<file path="src/design/mbfu_pkg.sv">
// ----------------------------------------------------------------------------
// mbfu_pkg
// Shared types and constants of the MSB-first bit field unpacker.
// ----------------------------------------------------------------------------
package mbfu_pkg;

    // Stream offset counter width
    localparam int OFFSET_WIDTH = 20;

    // Field width register and field word
    localparam int FW_W    = 7;
    localparam int FIELD_W = 64;
    localparam int BYTE_W  = 8;

    // Bit buffer: one full field plus one byte of slack
    localparam int BUF_W = FIELD_W + BYTE_W;

    // Count of bits a byte yields after skipping (0..8)
    localparam int NBITS_W = 4;

    // Configuration port
    localparam int CFG_IDX_W  = 1;
    localparam int CFG_DATA_W = (OFFSET_WIDTH > FW_W) ? OFFSET_WIDTH : FW_W;

    localparam logic [FW_W-1:0] MAX_FIELD = FW_W'(FIELD_W);
    localparam logic [FW_W-1:0] MIN_FIELD = FW_W'(1);

    // Byte queue between front and back
    localparam int Q_DEPTH = 4;
    localparam int Q_PTR_W = $clog2(Q_DEPTH);
    localparam int Q_CNT_W = $clog2(Q_DEPTH + 1);

    typedef enum logic [CFG_IDX_W-1:0] {
        CFG_FIELD_WIDTH  = 1'b0,
        CFG_START_OFFSET = 1'b1
    } t_cfg_index;

    // One classified byte: stream bits left-aligned, how many, end of buffer
    typedef struct packed {
        logic [BYTE_W-1:0]  bits;
        logic [NBITS_W-1:0] cnt;
        logic               last;
    } t_q_entry;

endpackage

</file>
<file path="src/design/mbfu_front.sv">
// ----------------------------------------------------------------------------
// mbfu_front
// Accepts bytes, drops the leading offset bits and pushes each byte's
// remaining bits, left-aligned with their count, into the byte queue.
// ----------------------------------------------------------------------------
module mbfu_front
    import mbfu_pkg::*;
(
    input  logic                    i_clk,
    input  logic                    i_rst_n,
    input  logic                    i_in_valid,
    output logic                    o_in_stall,
    input  logic [BYTE_W-1:0]       i_data_byte,
    input  logic                    i_last_byte,
    input  logic                    i_q_full,
    input  logic                    i_reload,
    input  logic [OFFSET_WIDTH-1:0] i_reload_value,
    input  logic [OFFSET_WIDTH-1:0] i_start_offset,
    output logic                    o_push,
    output t_q_entry                o_entry
);

    localparam logic [OFFSET_WIDTH-1:0] SKIP_BYTE = OFFSET_WIDTH'(BYTE_W);

    logic [OFFSET_WIDTH-1:0] r_skip;
    logic [OFFSET_WIDTH-1:0] n_skip;
    logic                    accept;
    logic                    whole_skip;

    assign o_in_stall = i_q_full;
    assign accept     = i_in_valid && !i_q_full;
    assign whole_skip = (r_skip >= SKIP_BYTE);
    assign o_push     = accept;

    always_comb begin
        o_entry.last = i_last_byte;
        if (whole_skip) begin
            o_entry.bits = '0;
            o_entry.cnt  = '0;
            n_skip       = r_skip - SKIP_BYTE;
        end else begin
            // skip is below 8 here: drop that many bits off the top
            o_entry.bits = i_data_byte << r_skip[2:0];
            o_entry.cnt  = NBITS_W'(BYTE_W) - NBITS_W'(r_skip[2:0]);
            n_skip       = '0;
        end
        // end of buffer starts a new stream
        if (i_last_byte) begin
            n_skip = i_start_offset;
        end
    end

    always_ff @(posedge i_clk) begin
        if (!i_rst_n) begin
            r_skip <= '0;
        end else if (i_reload) begin
            r_skip <= i_reload_value;
        end else if (accept) begin
            r_skip <= n_skip;
        end
    end

endmodule

</file>
<file path="src/design/mbfu_queue.sv">
// ----------------------------------------------------------------------------
// mbfu_queue
// Short FIFO of classified bytes between front and back.
// ----------------------------------------------------------------------------
module mbfu_queue
    import mbfu_pkg::*;
(
    input  logic     i_clk,
    input  logic     i_rst_n,
    input  logic     i_push,
    input  t_q_entry i_entry,
    output logic     o_full,
    input  logic     i_pop,
    output logic     o_valid,
    output t_q_entry o_entry
);

    t_q_entry             r_mem [Q_DEPTH];
    logic [Q_PTR_W-1:0]   r_wp;
    logic [Q_PTR_W-1:0]   r_rp;
    logic [Q_CNT_W-1:0]   r_cnt;

    assign o_full  = (r_cnt == Q_CNT_W'(Q_DEPTH));
    assign o_valid = (r_cnt != '0);
    assign o_entry = r_mem[r_rp];

    always_ff @(posedge i_clk) begin
        if (i_push) begin
            r_mem[r_wp] <= i_entry;
        end
    end

    always_ff @(posedge i_clk) begin
        if (!i_rst_n) begin
            r_wp  <= '0;
            r_rp  <= '0;
            r_cnt <= '0;
        end else begin
            if (i_push) begin
                r_wp <= r_wp + Q_PTR_W'(1);
            end
            if (i_pop) begin
                r_rp <= r_rp + Q_PTR_W'(1);
            end
            if (i_push && !i_pop) begin
                r_cnt <= r_cnt + Q_CNT_W'(1);
            end else if (i_pop && !i_push) begin
                r_cnt <= r_cnt - Q_CNT_W'(1);
            end
        end
    end

endmodule

</file>
<file path="src/design/mbfu_back.sv">
// ----------------------------------------------------------------------------
// mbfu_back
// Bit buffer: appends queued bits, cuts fields off the top, gives the tail
// at end of buffer, and drives the output register.
// ----------------------------------------------------------------------------
module mbfu_back
    import mbfu_pkg::*;
(
    input  logic               i_clk,
    input  logic               i_rst_n,
    input  logic [FW_W-1:0]    i_width,
    input  logic               i_restart,
    input  logic               i_q_valid,
    input  t_q_entry           i_q_entry,
    output logic               o_q_pop,
    output logic               o_out_valid,
    input  logic               i_out_stall,
    output logic [FIELD_W-1:0] o_field_value,
    output logic [FW_W-1:0]    o_field_bits,
    output logic               o_last_field
);

    logic [BUF_W-1:0]   r_buf;
    logic [BUF_W-1:0]   n_buf;
    logic [FW_W-1:0]    r_held;
    logic [FW_W-1:0]    n_held;
    logic               r_drain;
    logic               n_drain;
    logic               r_out_valid;
    logic [FIELD_W-1:0] r_value;
    logic [FW_W-1:0]    r_bits;
    logic               r_last;

    logic               emit_ok;
    logic               fire_full;
    logic               fire_tail;
    logic               exact_end;
    logic [FIELD_W-1:0] full_mask;
    logic [BUF_W-1:0]   buf1;
    logic [FW_W-1:0]    held1;
    logic [BUF_W-1:0]   ins;
    logic               pop;

    always_comb begin
        emit_ok   = !r_out_valid || !i_out_stall;
        fire_full = (r_held >= i_width) && emit_ok;
        fire_tail = r_drain && (r_held < i_width) && emit_ok;
        exact_end = r_drain && (r_held == i_width);
        full_mask = ~({FIELD_W{1'b1}} >> i_width);

        buf1  = fire_full ? (r_buf << i_width) : r_buf;
        held1 = fire_full ? (r_held - i_width) : r_held;

        // room for a whole byte after this cycle's cut
        pop = i_q_valid && !r_drain && (held1 <= MAX_FIELD);
        ins = {i_q_entry.bits, {FIELD_W{1'b0}}} >> held1;

        n_buf   = buf1;
        n_held  = held1;
        n_drain = r_drain;

        if (fire_tail || (fire_full && exact_end)) begin
            n_buf   = '0;
            n_held  = '0;
            n_drain = 1'b0;
        end
        if (pop) begin
            n_buf  = buf1 | ins;
            n_held = held1 + FW_W'(i_q_entry.cnt);
            // end of buffer with bits still pending, new or older
            if (i_q_entry.last && (n_held != '0)) begin
                n_drain = 1'b1;
            end
        end
        if (i_restart) begin
            n_buf   = '0;
            n_held  = '0;
            n_drain = 1'b0;
        end
    end

    assign o_q_pop = pop;

    always_ff @(posedge i_clk) begin
        if (!i_rst_n) begin
            r_buf       <= '0;
            r_held      <= '0;
            r_drain     <= 1'b0;
            r_out_valid <= 1'b0;
        end else begin
            r_buf   <= n_buf;
            r_held  <= n_held;
            r_drain <= n_drain;
            if (emit_ok) begin
                r_out_valid <= fire_full || fire_tail;
            end
        end
    end

    always_ff @(posedge i_clk) begin
        if (fire_full) begin
            r_value <= r_buf[BUF_W-1:BYTE_W] & full_mask;
            r_bits  <= i_width;
            r_last  <= exact_end;
        end else if (fire_tail) begin
            r_value <= r_buf[BUF_W-1:BYTE_W];
            r_bits  <= r_held;
            r_last  <= 1'b1;
        end
    end

    assign o_out_valid   = r_out_valid;
    assign o_field_value = r_value;
    assign o_field_bits  = r_bits;
    assign o_last_field  = r_last;

endmodule

</file>
<file path="src/design/msb_bit_field_unpacker.sv">
// A byte's first field goes through the byte queue, bit buffer and output register.
// Throughput, output not stalled: one byte per cycle while each byte yields at most
//   one field; otherwise one field per cycle, set by the single output register.
// The end of a buffer holds the byte queue until its remaining fields have left.
// Reset (synchronous, active low): width 8, offset 0, queue and bit buffer empty.
// ----------------------------------------------------------------------------
// msb_bit_field_unpacker
// Reads a byte stream MSB first, skips a leading bit offset and cuts the rest
// into fields of 1 to 64 bits, left-aligned in a 64-bit word.
// ----------------------------------------------------------------------------
module msb_bit_field_unpacker
    import mbfu_pkg::*;
(
    input  logic                  i_clk,
    input  logic                  i_rst_n,
    // byte input
    input  logic                  i_in_valid,
    output logic                  o_in_stall,
    input  logic [BYTE_W-1:0]     i_data_byte,
    input  logic                  i_last_byte,
    // field output
    output logic                  o_out_valid,
    input  logic                  i_out_stall,
    output logic [FIELD_W-1:0]    o_field_value,
    output logic [FW_W-1:0]       o_field_bits,
    output logic                  o_last_field,
    // configuration writes
    input  logic                  i_cfg_we,
    input  logic [CFG_IDX_W-1:0]  i_cfg_index,
    input  logic [CFG_DATA_W-1:0] i_cfg_data
);

    // Config registers. The raw width is kept; 0 reads as 1, above 64 as 64.
    logic [FW_W-1:0]         r_field_width;
    logic [OFFSET_WIDTH-1:0] r_start_offset;
    logic [FW_W-1:0]         eff_width;

    logic                    wr_width;
    logic                    wr_offset;
    logic                    reload;
    logic [OFFSET_WIDTH-1:0] reload_value;

    logic     q_full;
    logic     q_push;
    t_q_entry q_in;
    logic     q_valid;
    logic     q_pop;
    t_q_entry q_out;

    assign wr_width  = i_cfg_we && (i_cfg_index == CFG_FIELD_WIDTH);
    assign wr_offset = i_cfg_we && (i_cfg_index == CFG_START_OFFSET);

    // A width write starts a fresh stream; an offset write reloads the skip
    // count with the new value right away.
    assign reload       = wr_width || wr_offset;
    assign reload_value = wr_offset ? i_cfg_data[OFFSET_WIDTH-1:0] : r_start_offset;

    always_comb begin
        if (r_field_width == '0) begin
            eff_width = MIN_FIELD;
        end else if (r_field_width > MAX_FIELD) begin
            eff_width = MAX_FIELD;
        end else begin
            eff_width = r_field_width;
        end
    end

    always_ff @(posedge i_clk) begin
        if (!i_rst_n) begin
            r_field_width  <= FW_W'(8);
            r_start_offset <= '0;
        end else begin
            if (wr_width) begin
                r_field_width <= i_cfg_data[FW_W-1:0];
            end
            if (wr_offset) begin
                r_start_offset <= i_cfg_data[OFFSET_WIDTH-1:0];
            end
        end
    end

    // Front: offset skipping, one byte per transfer
    mbfu_front u_front (
        .i_clk          (i_clk),
        .i_rst_n        (i_rst_n),
        .i_in_valid     (i_in_valid),
        .o_in_stall     (o_in_stall),
        .i_data_byte    (i_data_byte),
        .i_last_byte    (i_last_byte),
        .i_q_full       (q_full),
        .i_reload       (reload),
        .i_reload_value (reload_value),
        .i_start_offset (r_start_offset),
        .o_push         (q_push),
        .o_entry        (q_in)
    );

    // Decoupling queue: the front keeps taking bytes while fields back up, until it is full
    mbfu_queue u_queue (
        .i_clk   (i_clk),
        .i_rst_n (i_rst_n),
        .i_push  (q_push),
        .i_entry (q_in),
        .o_full  (q_full),
        .i_pop   (q_pop),
        .o_valid (q_valid),
        .o_entry (q_out)
    );

    // Back: bit buffer and field cutter with output register
    mbfu_back u_back (
        .i_clk         (i_clk),
        .i_rst_n       (i_rst_n),
        .i_width       (eff_width),
        .i_restart     (wr_width),
        .i_q_valid     (q_valid),
        .i_q_entry     (q_out),
        .o_q_pop       (q_pop),
        .o_out_valid   (o_out_valid),
        .i_out_stall   (i_out_stall),
        .o_field_value (o_field_value),
        .o_field_bits  (o_field_bits),
        .o_last_field  (o_last_field)
    );

endmodule

</file>
<file path="config.mk">
export PLATFORM = sky130hd
export DESIGN_NAME = msb_bit_field_unpacker
export DESIGN_NICKNAME = d
export VERILOG_FILES = /design/src/design/mbfu_pkg.sv /design/src/design/mbfu_front.sv /design/src/design/mbfu_queue.sv /design/src/design/mbfu_back.sv /design/src/design/msb_bit_field_unpacker.sv
export SDC_FILE = /design/constraint.sdc
export NUM_CORES = 1
export LEC_CHECK = 0
export BUFFER_PORTS_ARGS = -buffer_cell sky130_fd_sc_hd__buf_2
export CORE_MARGIN = 2
export CORE_UTILIZATION = 40
export DETAILED_ROUTE_END_ITERATION = 7
export PLACE_DENSITY_LB_ADDON = 0.15
export SLEW_MARGIN = 20
export SYNTH_ARGS = -nofsm -noshare
export SYNTH_HDL_FRONTEND = slang
export SYNTH_HIERARCHICAL = 1
export SYNTH_SLANG_ARGS = --single-unit
</file>
<file path="constraint.sdc">
create_clock -name i_clk -period 6.8 [get_ports i_clk]
set_input_delay 0.34 -clock i_clk [delete_from_list [all_inputs] [get_ports i_clk]]
set_output_delay 0.34 -clock i_clk [all_outputs]
set_load 0.005 [all_outputs]
</file>
==> results_dict.tcl, run 1 <==
set metrics [dict create \
    die-width_um 214.7 \
    cp-end-kind "flop" \
    layout_setup_ws_ns 1.499 \
    grt_pass1_wl_mm 110.7 \
    start_kind "flop" \
    die_h_um 214.7 \
    timing.slew.headroom_pct 11.74 \
    fin_cells 2524 \
    fillers 4327 \
    ant_nets 0 \
    io_buffer_count 108 \
    remaining_drc_errors 0 \
    vias 16740 \
    report.final.slew_viol_count 0 \
    drt-initial-drc-count 2043 \
    grt_pass1_vias 15850 \
    cts-buffers-inserted 31 \
    hold_viol 0 \
    dieArea_um2 46090 \
    clock_skew_ns 0.02676 \
    synth_area_leader_cell "edfxtp_1" \
    synth_cell_types 98 \
    fin_util_pct 44.89 \
    clkLatencyLatePin_ns 0.61 \
    grt_overflow 0 \
    avgSynthCellArea_um2 9.473 \
    drive_gt1_share_pct 20.91 \
    worst_slew_pin_slew_ns 1.324 \
    cp_common_cell "ha_1" \
    hold_buffers 0 \
    cts_setup_buffers 0 \
    fin_nets 1963 \
    ir_drop_uv 250.6 \
    rows 77 \
    pin_count 109 \
    crit_buf_inv 3 \
    dp_worst_setup_slack_ns 1.552 \
    htree_levels 1 \
    cp_top_family "compound AO/OA/AOI/OAI gates" \
    grt_usage_pct 32.39 \
    start_util_pct 40.32 \
    fmax_mhz 188.6 \
    cts-root-buf "clkbuf_16" \
    core-area_um2 44030 \
    via_per_inst 6.634 \
    ys_async_sr_fraction_pct 0 \
    path_clk_slew_ns 0.06 \
    routedWlPerCell_um 30.42 \
    dr.pass1.iters 6 \
    synth_cells 1874 \
    min_period_ns 5.301 \
    cp_slowest_cell "mux2i_1" \
    ys_top_cells_by_count "207 x nand2_1, 148 x nor2_1, 137 x dfxtp_1" \
    yosysSeqAreaShare_pct 36.42 \
    finalSetupViolations 0 \
    finalWirelength_mm 76.78 \
    synth_top_area_share_pct 20.97 \
    syn-num-nets 1930 \
    worstPathMaxFanout 26 \
    areaGrowthSynthToFinish_pct 11.33 \
    synth_area_leaders "edfxtp_1 21%, dfxtp_1 15%, mux4_2 6.6%, mux2i_1 5.2%, mux2_2 5.0%" \
    grt_max_degree 73 \
    antenna_cells 0 \
    yosys_warnings 6 \
    post-dp-hpwl_mm 56.64 \
    p_leak_nw 7.162 \
    worstPathRequired_ns 7.25 \
    clock_sinks 261 \
    synth_seq_cells 261 \
    synth_edf_count 124 \
    cp.arrival_ns 5.76 \
    status "complete, no violations" \
    gp_congestion 1.004 \
    clockBufferDepth 3 \
    antenna_found_initial 3 \
    critical_path_class "flop to flop" \
    synthFlopType "dfxtp_1" \
    fin_tns_setup_ns 0 \
    syn-cell-area_um2 17750 \
    dp.cells 2466 \
    yosysMostFrequentCell "nand2_1" \
    slowest_delay_ns 0.72 \
    rsz0062_at_grt "no" \
    cts_tree "yes" \
    ctsResizeCount 0 \
    total_power_mw 9.108 \
    path_cells "nor2b_4 -> buf_4 -> inv_2 -> ha_1 -> and2_1 -> a21o_1 -> a311o_1 -> mux2i_1 -> inv_1 -> ha_1 -> nor2b_1 -> o21ai_0 -> nand2b_1 -> nor3b_1 -> a32oi_1 -> o311ai_0 -> a21oi_1" \
    hp-class "input pin to flop" \
    finalCritPeriodShare_pct 77.96 \
    power_density_nw_per_um2 460.8 \
    maxCapViolCount 0 \
]
-- through the flow --
| stage | hold slack, ns | cell area, um^2 |
|---|---|---|
| final | 0.06362 | 19760 |
| after global routing | 0.06996 | 19760 |
| after CTS | 0.04720 | 19760 |
| after detailed placement | 0.4808 | 18720 |
| after global placement | 0.4848 | 18710 |
| after floorplan | 0.4432 | 17750 |
-- final cells by class --
cell class	count	area [um^2]	share of cell area, %
inverters	41	153.9	0.7787
repair buffers	142	795.8	4.026
flip-flops and latches	261	6466	32.72
clock inverters	19	190.2	0.9623
clock buffers	39	858.3	4.343
well taps	592	740.7	3.748
multi-input cells	1430	10560	53.42
-- layout by cell type (no fill, tap or decap), types with 13 or more instances in the layout --
| cell type | Yosys | routed |
|---|---|---|
| a211oi_1 | 22 | 22 |
| a21boi_0 | 49 | 49 |
| a21oi_1 | 83 | 83 |
| a222oi_1 | 13 | 13 |
| a22oi_1 | 27 | 27 |
| and2_1 | 50 | 50 |
| and3_1 | 13 | 13 |
| buf_2 | 29 | 108 |
| buf_4 | 6 | 34 |
| clkbuf_16 | 0 | 33 |
| dfxtp_1 | 137 | 137 |
| edfxtp_1 | 124 | 124 |
| ha_1 | 18 | 18 |
| inv_1 | 34 | 34 |
| mux2_2 | 79 | 79 |
| mux2_4 | 20 | 20 |
| mux2i_1 | 92 | 92 |
| mux4_2 | 52 | 52 |
| nand2_1 | 207 | 206 |
| nand2b_1 | 14 | 14 |
| nand3_1 | 33 | 33 |
| nor2_1 | 148 | 146 |
| nor2b_1 | 21 | 16 |
| nor3_1 | 24 | 22 |
| o211ai_1 | 21 | 21 |
| o21ai_0 | 123 | 123 |
| o221ai_1 | 29 | 29 |
| o22ai_1 | 56 | 56 |
| or2_2 | 13 | 13 |
-- flip-flops by register name (all words and copies together), names as in the netlist, named ones only --
register              flops
u_queue/r_rp              2
u_back/o_field_value     64
u_queue/r_wp              2
u_back/r_held             7
u_queue/r_mem            52
u_back/r_drain            1
u_back/o_last_field       1
u_back/r_buf             72
u_front/r_skip           20
r_field_width             7
u_queue/r_cnt             3
r_start_offset           20
u_back/o_out_valid        1
u_back/o_field_bits       7
-- worst reg2reg max path, delay by kind of cell (launching register included) --
family	cells	cell delay (ns)
and+or+nand+nor	5	0.82
buffers and inverters	3	0.97
AOI/OAI and AO/OA	6	1.20
adders and majority gates	2	0.76
DFF	1	0.69
muxes	1	0.72
-- path summary, 6_finish.rpt --
path	start	endpoint	slack (ns)	cells after the start
worst min register to register	r_field_width[4]$_SDFFE_PN0P_	r_field_width[4]$_SDFFE_PN0P_	0.50	2
worst max-delay path	r_field_width[6]$_SDFFE_PN0P_	u_back/r_drain$_SDFF_PP0_	1.50	17
worst max register to register	r_field_width[6]$_SDFFE_PN0P_	u_back/r_drain$_SDFF_PP0_	1.50	17
worst min-delay path	i_cfg_data[2]	r_field_width[2]$_SDFFE_PN0P_	0.06	3
-- per-layer routing --
metal	global-route usage (%)	wire length, um	vias up
li1	-	-	7227
met1	43.16	31130	8263
met2	51.12	34180	1033
met3	5.376	6872	219
met4	15.81	4581	2
met5	0	12	-
-- power by group --
part           internal [mW]  total, mW  leakage (nW)  switching (mW)
Sequential              2.23       2.63          2.32           0.398
Combinational           1.51       4.77          4.33            3.26
Clock                   1.01       1.71         0.518           0.704
Total                   4.75       9.11          7.16            4.36
-- cell families after synthesis --
| logic type | after synthesis | synth area share (%) |
|---|---|---|
| flops | 261 | 36.42 |
| compound gates | 567 | 22.38 |
| xor+xnor | 12 | 0.5920 |
| fa+ha+maj | 21 | 1.607 |
| mux | 247 | 19.01 |
| simple gates | 583 | 15.55 |
| buf+inv | 183 | 4.440 |
Power figures use the tool's default switching activity.
==> run 2, diff against run 1 <==
Clock period 6.8 ns to 4.35 ns, I/O delays scaled along.
==> run 2 against run 1 <==
Final cell count grew 3.2%. Highest routed layer is now met4. Die area unchanged. Register-to-register slack got worse by 1.3 ns. Clock skew decreased by 0.013 ns. Via count up 0.76%. Sequential power increased by 55%. Critical path type unchanged. Sequential cell count stayed put.
==> results_dict.tcl, run 2 (synthesis results as in run 1) <==
set metrics [dict create \
    status "complete, no violations" \
    ir_drop_uv 517.4 \
    drive_gt1_share_pct 23.63 \
    grt_usage_pct 31.31 \
    r2r_end "u_queue/r_cnt[2]$_SDFFE_PN0P_" \
    start_util_pct 40.32 \
    largest_reg_flops 72 \
    cts-root-buf "clkbuf_16" \
    power_density_nw_per_um2 717.2 \
    core-area_um2 44030 \
    min_path_cells 3 \
    grt_pass1_wl_mm 108.4 \
    die-width_um 214.7 \
    rows 77 \
    hold_end "r_field_width[4]$_SDFFE_PN0P_" \
    clock_sinks 261 \
    layout_commonest_cell "nand2_1" \
    areaGrowthSynthToFinish_pct 15.48 \
    worstRegToRegCells 19 \
    post-dp-hpwl_mm 54.78 \
    hp-class "input pin to flop" \
    via_per_inst 6.474 \
    hold-worst-slack_ns 0.01173 \
    drt-initial-drc-count 2026 \
    grt_max_degree 89 \
    fin_nets 2046 \
    clockBufferDepth 3 \
    pin_count 109 \
    p_leak_nw 7.527 \
    die_h_um 214.7 \
    gp_congestion 1.014 \
    vias 16870 \
    io_buffer_count 108 \
    reg2reg_from "r_field_width[2]$_SDFFE_PN0P_" \
    worstPathRequired_ns 4.86 \
    cts-buffers-inserted 31 \
    layout_common_cells "206 x nand2_1, 146 x nor2_1, 136 x dfxtp_1, 124 x edfxtp_1, 123 x o21ai_0" \
    htree_levels 1 \
    fin_tns_setup_ns 0 \
    finalWirelength_mm 74.48 \
    dr.pass1.iters 6 \
    antenna_cells 0 \
    antenna_found_initial 1 \
    cp-end-kind "flop" \
    finalSetupViolations 0 \
    remaining_drc_errors 0 \
    ant_nets 0 \
    finalCritPeriodShare_pct 95.87 \
    hold_viol 0 \
    regMostFlops "u_back/r_buf" \
    min_period_ns 4.170 \
    grt_overflow 0 \
    rrSetupSlack_ns 0.18 \
    fillers 4239 \
    cts_tree "yes" \
    critical_path_class "flop to flop" \
    start_kind "flop" \
    dieArea_um2 46090 \
    hold_path_startpoint "i_cfg_data[4]" \
    maxCapViolCount 0 \
    dp.cells 2533 \
    total_power_mw 14.70 \
    report.final.slew_viol_count 0 \
    clkLatencyLatePin_ns 0.60 \
    clock_skew_ns 0.01358 \
    worst_slew_pin_slew_ns 1.102 \
    cp.arrival_ns 4.68 \
    routedWlPerCell_um 28.58 \
    fmax_mhz 239.8 \
    path_clk_slew_ns 0.06 \
    fin_cells 2606 \
    timing.slew.headroom_pct 26.25 \
    grt_pass1_vias 16110 \
    worstPathMaxFanout 4 \
]
## run 2: repair_timing
action                                  in CTS  in global routing
hold buffers                                15                  0
pin swaps                                    0                  1
endpoints found under the hold margin       15                  0
resized for setup                            1                  8
endpoints found under the setup margin       1                  2
setup buffers                                0                  1
## run 2: worst max-delay path by stage
stage,startpoint,end,slack [ns]
3_5_place_dp,r_field_width[2]$_SDFFE_PN0P_,u_queue/r_cnt[2]$_SDFFE_PN0P_,-0.07
5_1_grt,r_field_width[2]$_SDFFE_PN0P_,u_queue/r_cnt[2]$_SDFFE_PN0P_,-0.04
2_1_floorplan,r_field_width[3]$_SDFFE_PN1P_,u_queue/r_cnt[2]$_SDFFE_PN0P_,0.001
3_3_place_gp,r_field_width[2]$_SDFFE_PN0P_,u_queue/r_cnt[2]$_SDFFE_PN0P_,-0.05
4_1_cts,r_field_width[2]$_SDFFE_PN0P_,u_queue/r_cnt[2]$_SDFFE_PN0P_,0.04
6_report,r_field_width[2]$_SDFFE_PN0P_,u_queue/r_cnt[2]$_SDFFE_PN0P_,0.18
## run 2: critical path: stages (launching register included)
cell and delay [ns]:
dfxtp_1 0.33, nor3_2 0.19, a21oi_1 0.13, nor2_4 0.13, ha_2 0.21, inv_1 0.06
fa_1 0.40, a211o_1 0.31, and3_1 0.21, o311ai_2 0.28, mux2i_1 0.17, a21oi_1 0.19
nor2_1 0.09, inv_1 0.10, ha_2 0.20, inv_1 0.06, fa_1 0.37, xor2_1 0.19
or3_1 0.30, a21boi_0 0.17
## run 2: stage by stage
step           worst slack (ns)  instance area [um^2]  utilization (%)
3_5_place_dp           -0.07376                 19300            43.83
6_report                 0.1798                 20500            46.57
5_1_grt                -0.03657                 20500            46.57
3_3_place_gp           -0.04550                 19300            43.83
2_1_floorplan          0.001332                 17840                -
4_1_cts                 0.03670                 20460            46.48
## run 2: area by class of cell
type | count | area (um^2) | area share [%]
clock buffer | 42 | 837.1 | 4.083
clock inverter | 15 | 177.7 | 0.8666
inverter | 41 | 158.9 | 0.7750
multi-input combinational | 1430 | 10610 | 51.76
sequential | 261 | 6470 | 31.56
tap | 592 | 740.7 | 3.613
timing repair buffer | 225 | 1506 | 7.348
## run 2: layer usage
layer	global-route usage, %	vias up	share of wire (%)
li1	-	7390	-
met1	41.64	8195	40
met2	48.37	1038	44
met3	4.936	249	9.5
met4	18.13	0	6.9
met5	0	-	0
## run 2: where the power goes
part / switching (mW) / internal (mW) / leakage [nW] / total [mW]
Combinational: 5.20 / 2.76 / 4.72 / 7.97
Sequential: 0.599 / 3.47 / 2.32 / 4.07
Clock: 1.09 / 1.57 / 0.486 / 2.66
Total: 6.90 / 7.81 / 7.53 / 14.7
